`src/sv/hlpd_pkg.sv`:
```
// Package with types, constants and helper functions for the hex length prefixed deframer.
`timescale 1ns / 1ps
package hlpd_pkg;

    // Result queue sizing.
    localparam int QDEPTH  = 4;
    localparam int QPTR_W  = $clog2(QDEPTH);
    localparam int QCNT_W  = $clog2(QDEPTH + 1);

    // Header and length constants.
    localparam int HDR_DIGITS = 4;
    localparam logic [15:0] LEN_FLUSH = 16'd0;
    localparam logic [15:0] LEN_DELIM = 16'd1;
    localparam logic [15:0] LEN_HDR   = 16'd4;

    // Stream widths.
    localparam int IN_TDATA_W  = 8;
    localparam int OUT_TDATA_W = 24;
    localparam int OUT_TUSER_W = 4;

    typedef enum logic [2:0] {
        K_DATA  = 3'd0,
        K_FLUSH = 3'd1,
        K_DELIM = 3'd2,
        K_ERROR = 3'd3,
        K_EMPTY = 3'd4
    } t_kind;

    typedef enum logic [1:0] {
        PH_HEADER  = 2'd0,
        PH_PAYLOAD = 2'd1,
        PH_DISCARD = 2'd2,
        PH_SPARE   = 2'd3
    } t_phase;

    typedef struct packed {
        logic        run_last;
        logic        packet_last;
        logic [15:0] payload_length;
        logic [7:0]  payload_byte;
        t_kind       kind;
    } t_result;

    typedef struct packed {
        logic       ok;
        logic [3:0] value;
    } t_nibble;

    // Decode one ASCII hex digit, upper or lower case.
    function automatic t_nibble nibble_of(input logic [7:0] c);
        t_nibble n;
        n.ok    = 1'b1;
        n.value = 4'd0;
        if (c >= 8'h30 && c <= 8'h39) begin
            n.value = c[3:0];
        end else if ((c >= 8'h61 && c <= 8'h66) || (c >= 8'h41 && c <= 8'h46)) begin
            n.value = c[3:0] + 4'd9;
        end else begin
            n.ok = 1'b0;
        end
        return n;
    endfunction

    // A result that carries only a kind code.
    function automatic t_result code_result(input t_kind k);
        t_result r;
        r = '0;
        r.kind = k;
        return r;
    endfunction

endpackage

```
`src/sv/hex_length_prefixed_deframer_top.sv`:
```
// Hex length prefixed deframer: parses four digit headers and forwards payload bytes.
// Each result is written into the result queue at the edge that accepts its byte.
// Throughput: one input byte per cycle while tready is high; a byte that ends a buffer
// inside a payload yields two results, which the four entry result queue absorbs.
// The slave side accepts a byte while the queue has room for two results.
// Reset is synchronous and active low; it returns the parser to the header phase
// and empties the result queue.
`timescale 1ns / 1ps
module hex_length_prefixed_deframer_top (
    input  logic                                i_clk,
    input  logic                                i_rst_n,
    input  logic                                s_axis_tvalid,
    output logic                                s_axis_tready,
    // tdata fields from bit 0 up: byte_in[7:0].
    input  logic [hlpd_pkg::IN_TDATA_W-1:0]     s_axis_tdata,
    // tlast carries buffer_end.
    input  logic                                s_axis_tlast,
    output logic                                m_axis_tvalid,
    input  logic                                m_axis_tready,
    // tdata fields from bit 0 up: payload_byte[7:0], payload_length[23:8].
    output logic [hlpd_pkg::OUT_TDATA_W-1:0]    m_axis_tdata,
    // tuser fields from bit 0 up: kind[2:0], run_last[3].
    output logic [hlpd_pkg::OUT_TUSER_W-1:0]    m_axis_tuser,
    // tlast carries packet_last.
    output logic                                m_axis_tlast
);
    import hlpd_pkg::*;

    t_phase              r_phase, n_phase;
    logic [1:0]          r_digit_count, n_digit_count;
    logic [15:0]         r_length_accum, n_length_accum;
    logic [15:0]         r_bytes_left, n_bytes_left;

    t_result             r_fifo [QDEPTH];
    logic [QPTR_W-1:0]   r_wr_ptr, r_rd_ptr;
    logic [QCNT_W-1:0]   r_count;

    logic                in_req, out_req;
    logic [7:0]          in_byte;
    logic                in_last;
    t_nibble             nib;
    logic [15:0]         acc_next;
    logic                fin;
    logic [1:0]          push_cnt;
    t_result             res0, res1;

    assign in_byte = s_axis_tdata[7:0];
    assign in_last = s_axis_tlast;
    assign s_axis_tready = (r_count <= QCNT_W'(QDEPTH - 2));
    assign in_req  = s_axis_tvalid && s_axis_tready;
    assign out_req = m_axis_tvalid && m_axis_tready;

    assign nib      = nibble_of(in_byte);
    assign acc_next = {r_length_accum[11:0], nib.value};
    assign fin      = (r_bytes_left <= 16'd1);

    // Parser step for one byte: next state and up to two results.
    always_comb begin
        n_phase        = r_phase;
        n_digit_count  = r_digit_count;
        n_length_accum = r_length_accum;
        n_bytes_left   = r_bytes_left;
        res0           = '0;
        res1           = '0;
        push_cnt       = 2'd0;
        unique case (r_phase)
            PH_PAYLOAD: begin
                res0.kind           = K_DATA;
                res0.payload_byte   = in_byte;
                res0.payload_length = r_length_accum - LEN_HDR;
                res0.packet_last    = fin;
                push_cnt            = 2'd1;
                n_bytes_left        = r_bytes_left - 16'd1;
                if (fin || in_last) begin
                    n_phase        = PH_HEADER;
                    n_digit_count  = 2'd0;
                    n_length_accum = '0;
                    n_bytes_left   = '0;
                end
                if (!fin && in_last) begin
                    res1     = code_result(K_ERROR);
                    push_cnt = 2'd2;
                end
            end
            PH_DISCARD: begin
                if (in_last) begin
                    n_phase        = PH_HEADER;
                    n_digit_count  = 2'd0;
                    n_length_accum = '0;
                    n_bytes_left   = '0;
                end
            end
            PH_HEADER, PH_SPARE: begin
                // Any outcome other than a digit that continues the header, opens a payload
                // or starts a discard returns to a clean header state.
                n_phase        = PH_HEADER;
                n_digit_count  = 2'd0;
                n_length_accum = '0;
                n_bytes_left   = '0;
                push_cnt       = 2'd1;
                res0           = code_result(K_ERROR);
                if (!nib.ok) begin
                    if (!in_last) begin
                        n_phase = PH_DISCARD;
                    end
                end else if (r_digit_count < 2'(HDR_DIGITS - 1)) begin
                    if (!in_last) begin
                        n_digit_count  = r_digit_count + 2'd1;
                        n_length_accum = acc_next;
                        push_cnt       = 2'd0;
                    end
                end else begin
                    priority if (acc_next == LEN_FLUSH) begin
                        res0 = code_result(K_FLUSH);
                    end else if (acc_next == LEN_DELIM) begin
                        res0 = code_result(K_DELIM);
                    end else if (acc_next < LEN_HDR) begin
                        if (!in_last) begin
                            n_phase = PH_DISCARD;
                        end
                    end else if (acc_next == LEN_HDR) begin
                        res0 = code_result(K_EMPTY);
                    end else if (in_last) begin
                        res0 = code_result(K_ERROR);
                    end else begin
                        n_phase        = PH_PAYLOAD;
                        n_length_accum = acc_next;
                        n_bytes_left   = acc_next - LEN_HDR;
                        push_cnt       = 2'd0;
                    end
                end
            end
            default: begin
                n_phase = PH_HEADER;
            end
        endcase
        // The last result of a byte carries the run mark.
        if (push_cnt == 2'd2) begin
            res1.run_last = 1'b1;
        end else begin
            res0.run_last = 1'b1;
        end
    end

    // Parser state.
    always_ff @(posedge i_clk) begin
        if (!i_rst_n) begin
            r_phase        <= PH_HEADER;
            r_digit_count  <= '0;
            r_length_accum <= '0;
            r_bytes_left   <= '0;
        end else if (in_req) begin
            r_phase        <= n_phase;
            r_digit_count  <= n_digit_count;
            r_length_accum <= n_length_accum;
            r_bytes_left   <= n_bytes_left;
        end
    end

    // Result queue storage.
    always_ff @(posedge i_clk) begin
        if (in_req && push_cnt != 2'd0) begin
            r_fifo[r_wr_ptr] <= res0;
        end
        if (in_req && push_cnt == 2'd2) begin
            r_fifo[r_wr_ptr + QPTR_W'(1)] <= res1;
        end
    end

    // Result queue pointers and fill count.
    always_ff @(posedge i_clk) begin
        if (!i_rst_n) begin
            r_wr_ptr <= '0;
            r_rd_ptr <= '0;
            r_count  <= '0;
        end else begin
            if (in_req) begin
                r_wr_ptr <= r_wr_ptr + QPTR_W'(push_cnt);
            end
            if (out_req) begin
                r_rd_ptr <= r_rd_ptr + QPTR_W'(1);
            end
            r_count <= r_count + (in_req ? QCNT_W'(push_cnt) : QCNT_W'(0))
                       - (out_req ? QCNT_W'(1) : QCNT_W'(0));
        end
    end

    // Master side driven from the queue head.
    assign m_axis_tvalid = (r_count != '0);
    assign m_axis_tdata  = {r_fifo[r_rd_ptr].payload_length, r_fifo[r_rd_ptr].payload_byte};
    assign m_axis_tuser  = {r_fifo[r_rd_ptr].run_last, r_fifo[r_rd_ptr].kind};
    assign m_axis_tlast  = r_fifo[r_rd_ptr].packet_last;

endmodule

```
`config.mk`:
```
export PLATFORM = sky130hd
export DESIGN_NAME = hex_length_prefixed_deframer_top
export DESIGN_NICKNAME = d
export VERILOG_FILES = /design/src/sv/hlpd_pkg.sv /design/src/sv/hex_length_prefixed_deframer_top.sv
export SDC_FILE = /design/constraint.sdc
export NUM_CORES = 1
export LEC_CHECK = 0
export ABC_CLOCK_PERIOD_IN_PS = 7970
export BUFFER_PORTS_ARGS = -buffer_cell sky130_fd_sc_hd__buf_2
export CAP_MARGIN = 20
export CORE_AREA = 3 3 108 214
export DETAILED_ROUTE_END_ITERATION = 12
export DIE_AREA = 0 0 111 217
export SLEW_MARGIN = 20
export SYNTH_ARGS = -nofsm -noshare
export SYNTH_HDL_FRONTEND = slang
export SYNTH_SLANG_ARGS = --single-unit
```
`constraint.sdc`:
```
create_clock -name i_clk -period 7.97 [get_ports i_clk]
set_input_delay 1.9925 -clock i_clk [delete_from_list [all_inputs] [get_ports i_clk]]
set_output_delay 1.9925 -clock i_clk [all_outputs]
set_load 0.02 [all_outputs]
```
==> reports/metrics.yaml <==
finalNetCount: 986
fin_skew_ns: 0.007276
coreArea_um2: 21590
drcViolationCount: 0
worstHoldPathType: "reg2reg"
crit_path_cell_trace: "buf_2 -> inv_1 -> ha_1 -> o21bai_1 -> a21o_1 -> nand2_1 -> xor2_1 -> nor2_1 -> ha_1 -> nor3b_1 -> nand4_1 -> or3_1 -> o211ai_4 -> a21o_1 -> nand2_1 -> ha_1 -> inv_1 -> ha_1 -> inv_1 -> fa_1 -> xnor2_1 -> xnor2_1 -> nor2_1"
worst_path_dominant_cell_family: "simple AND/OR/NAND/NOR gates"
cts.reportedPaths.clkPinSlew_ns: 0.07
synth_edf_count: 12
postLayoutSetupSlackWorst_ns: 1.703
drv_slew: 0
max_stage_delay_ns: 0.50
fin_area_um2: 9563
syn-num-nets: 994
synth-seq-area-share_pct: 38.79
total_power_w: 0.002190
cp_max_fo: 10
layout_commonest_cell: "dfxtp_1"
fp.dieH_um: 217
max_freq_ghz: 0.1596
io-pin-count: 44
die_w_um: 111
seq_area_um2: 3344
cts_resized: 0
tns_ns: 0
rows: 76
worst_slew_pin_slew_ns: 1.096
status: "complete, no violations"
grt_max_degree: 102
pre_cts_slack_ns: 1.268
fill_cells: 2099
hold_buffers: 0
ir_worst_vdd_uv: 130.7
worst_path_most_repeated_cell: "ha_1"
via_count: 7765
cp-start-kind: "input pin"
drt-total-wl_um: 27460
critPathCaptureType: "register"
grt.total_usage_pct: 22.46
path_buf_inv: 4
place.gp.congestion: 0.9172
dp_hpwl_um: 18360
final_hold_viol_count: 0
h-tree-depth: 4
rsz0062_at_grt: "no"
root_buffer: "clkbuf_16"
relSlewSlack_pct: 26.71
synth_cells: 962
clockBufferDepth: 2
p_per_area_nw_per_um2: 229.0
drt_iter0_markers: 582
setup_violations: 0
finalCritPeriodShare_pct: 78.63
yosysUniqueCellTypes: 85
dieArea_um2: 24090
wl_per_cell_um: 22.15
drive_gt1_share_pct: 16.65
grt_pass1_vias: 7763
synth_top_flop_cell: "dfxtp_1"
io_buffers: 43
initial_core_util_pct: 39.93
mappedNetlistArea_um2: 8620
antenna_found_initial: 0
cp.arrival_ns: 6.57
drtAntennaViolNets: 0
final_cell_mix: "dfxtp_1 (148), o21ai_0 (132), a21oi_1 (82)"
grt_pass1_wl_um: 42920
cts_setup_buffers: 0
cts_tree: "done"
multi_input_area_um2: 4856
cts.sinks: 161
placed_area_um2: 8971
worstPathRequired_ns: 8.27
synth-seq-cells: 161
grt-ovfl-total: 0
async_reset_ff_share_pct: 0
antennaDiodeCount: 0
synthToLayoutAreaGrowth_pct: 10.94
dr.pass1.iters: 5
finalCriticalPeriod_ns: 6.267
p_leak_nw: 3.426
clkLatencyLatePin_ns: 0.44
cts_made_buffers: 17
cap_violations: 0
cpMaxStageDelayCell: "or3_1"
fin_worst_hold_slack_ns: 0.4704
viasPerCell: 6.262
yosysWarnings: 0
avgSynthCellArea_um2: 8.960
path_class: "in2reg"
[metrics by stage]
stage | cells | util (%)
2_1_floorplan | 962 | -
3_3_place_gp | 1208 | 41.56
3_5_place_dp | 1208 | 41.56
4_1_cts | 1240 | 44.30
5_1_grt | 1240 | 44.30
6_report | 1240 | 44.30
[cells in the mapped netlist (12+ instances only)]
cell type,n,area (µm²)
ha_1,18,225.2
a21oi_1,82,410.4
nand3_1,65,325.3
a22o_1,12,105.1
nand2_1,38,142.6
o21ai_1,19,95.09
clkbuf_1,64,240.2
dfxtp_1,149,2983
o22ai_1,30,187.7
xnor2_1,20,175.2
nor2_1,47,176.4
nor3_1,14,70.07
edfxtp_1,12,360.4
a32oi_1,28,245.2
mux4_2,29,653.1
o21ai_0,133,665.6
buf_2,20,100.1
inv_1,19,71.32
[sequential cells by signal (all words and copies together) (netlist names), named ones only]
| signal | cells |
|---|---|
| r_length_accum | 16 |
| r_fifo | 116 |
| r_rd_ptr | 2 |
| r_digit_count | 2 |
| r_bytes_left | 16 |
| r_wr_ptr | 2 |
| r_phase | 2 |
| r_count | 3 |
[worst paths after layout]
check,startpoint,end,slack (ns),cells after the start
max,s_axis_tdata[1],r_count[2],1.70,23
min,r_digit_count[1],r_digit_count[1],0.47,2
max reg2reg,r_length_accum[2],r_count[2],3.69,16
min reg2reg,r_digit_count[1],r_digit_count[1],0.47,2
[per-layer routing]
metal  up-vias  GRT usage, %  part of all wire, %
li1       3616             -                    -
met4         0         12.66                  4.6
met2       268         40.51                   53
met5         -             0                    0
met3        88         3.673                  4.6
met1      3793         24.76                   37
[area by class of cell]
cell class | count | area share (%)
clock buffer | 24 | 5.142
clock inverter | 8 | 1.047
inverter | 19 | 0.7458
multi-input combinational | 693 | 50.78
sequential | 161 | 34.97
tap | 273 | 3.572
timing repair buffer | 62 | 3.742
[report_power, final]
part	internal, W	switching, W	leakage [nW]
Sequential	0.000844	0.0000222	1.31
Combinational	0.000164	0.000322	1.83
Clock	0.000495	0.000343	0.287
[tightest hold or removal path: cells and delay by family, from the launching register on]
| family | cells | cell delay (ns) |
|---|---|---|
| AO/OA/AOI/OAI | 1 | 0.05 |
| AND/OR/NAND/NOR | 1 | 0.06 |
| flip-flops | 1 | 0.31 |
[logic make-up (layout without fill, tap and decap cells)]
kind of cell,Yosys count,after routing,synth area share [%]
AO/OA/AOI/OAI,376,376,27.38
AND/OR/NAND/NOR,238,238,14.91
flip-flops,161,161,38.79
buffers and inverters,108,113,5.342
XOR/XNOR,30,30,3.048
multiplexers,30,30,7.693
adder cells (fa/ha/maj),19,19,2.845
(Power assumes the default switching activity.)
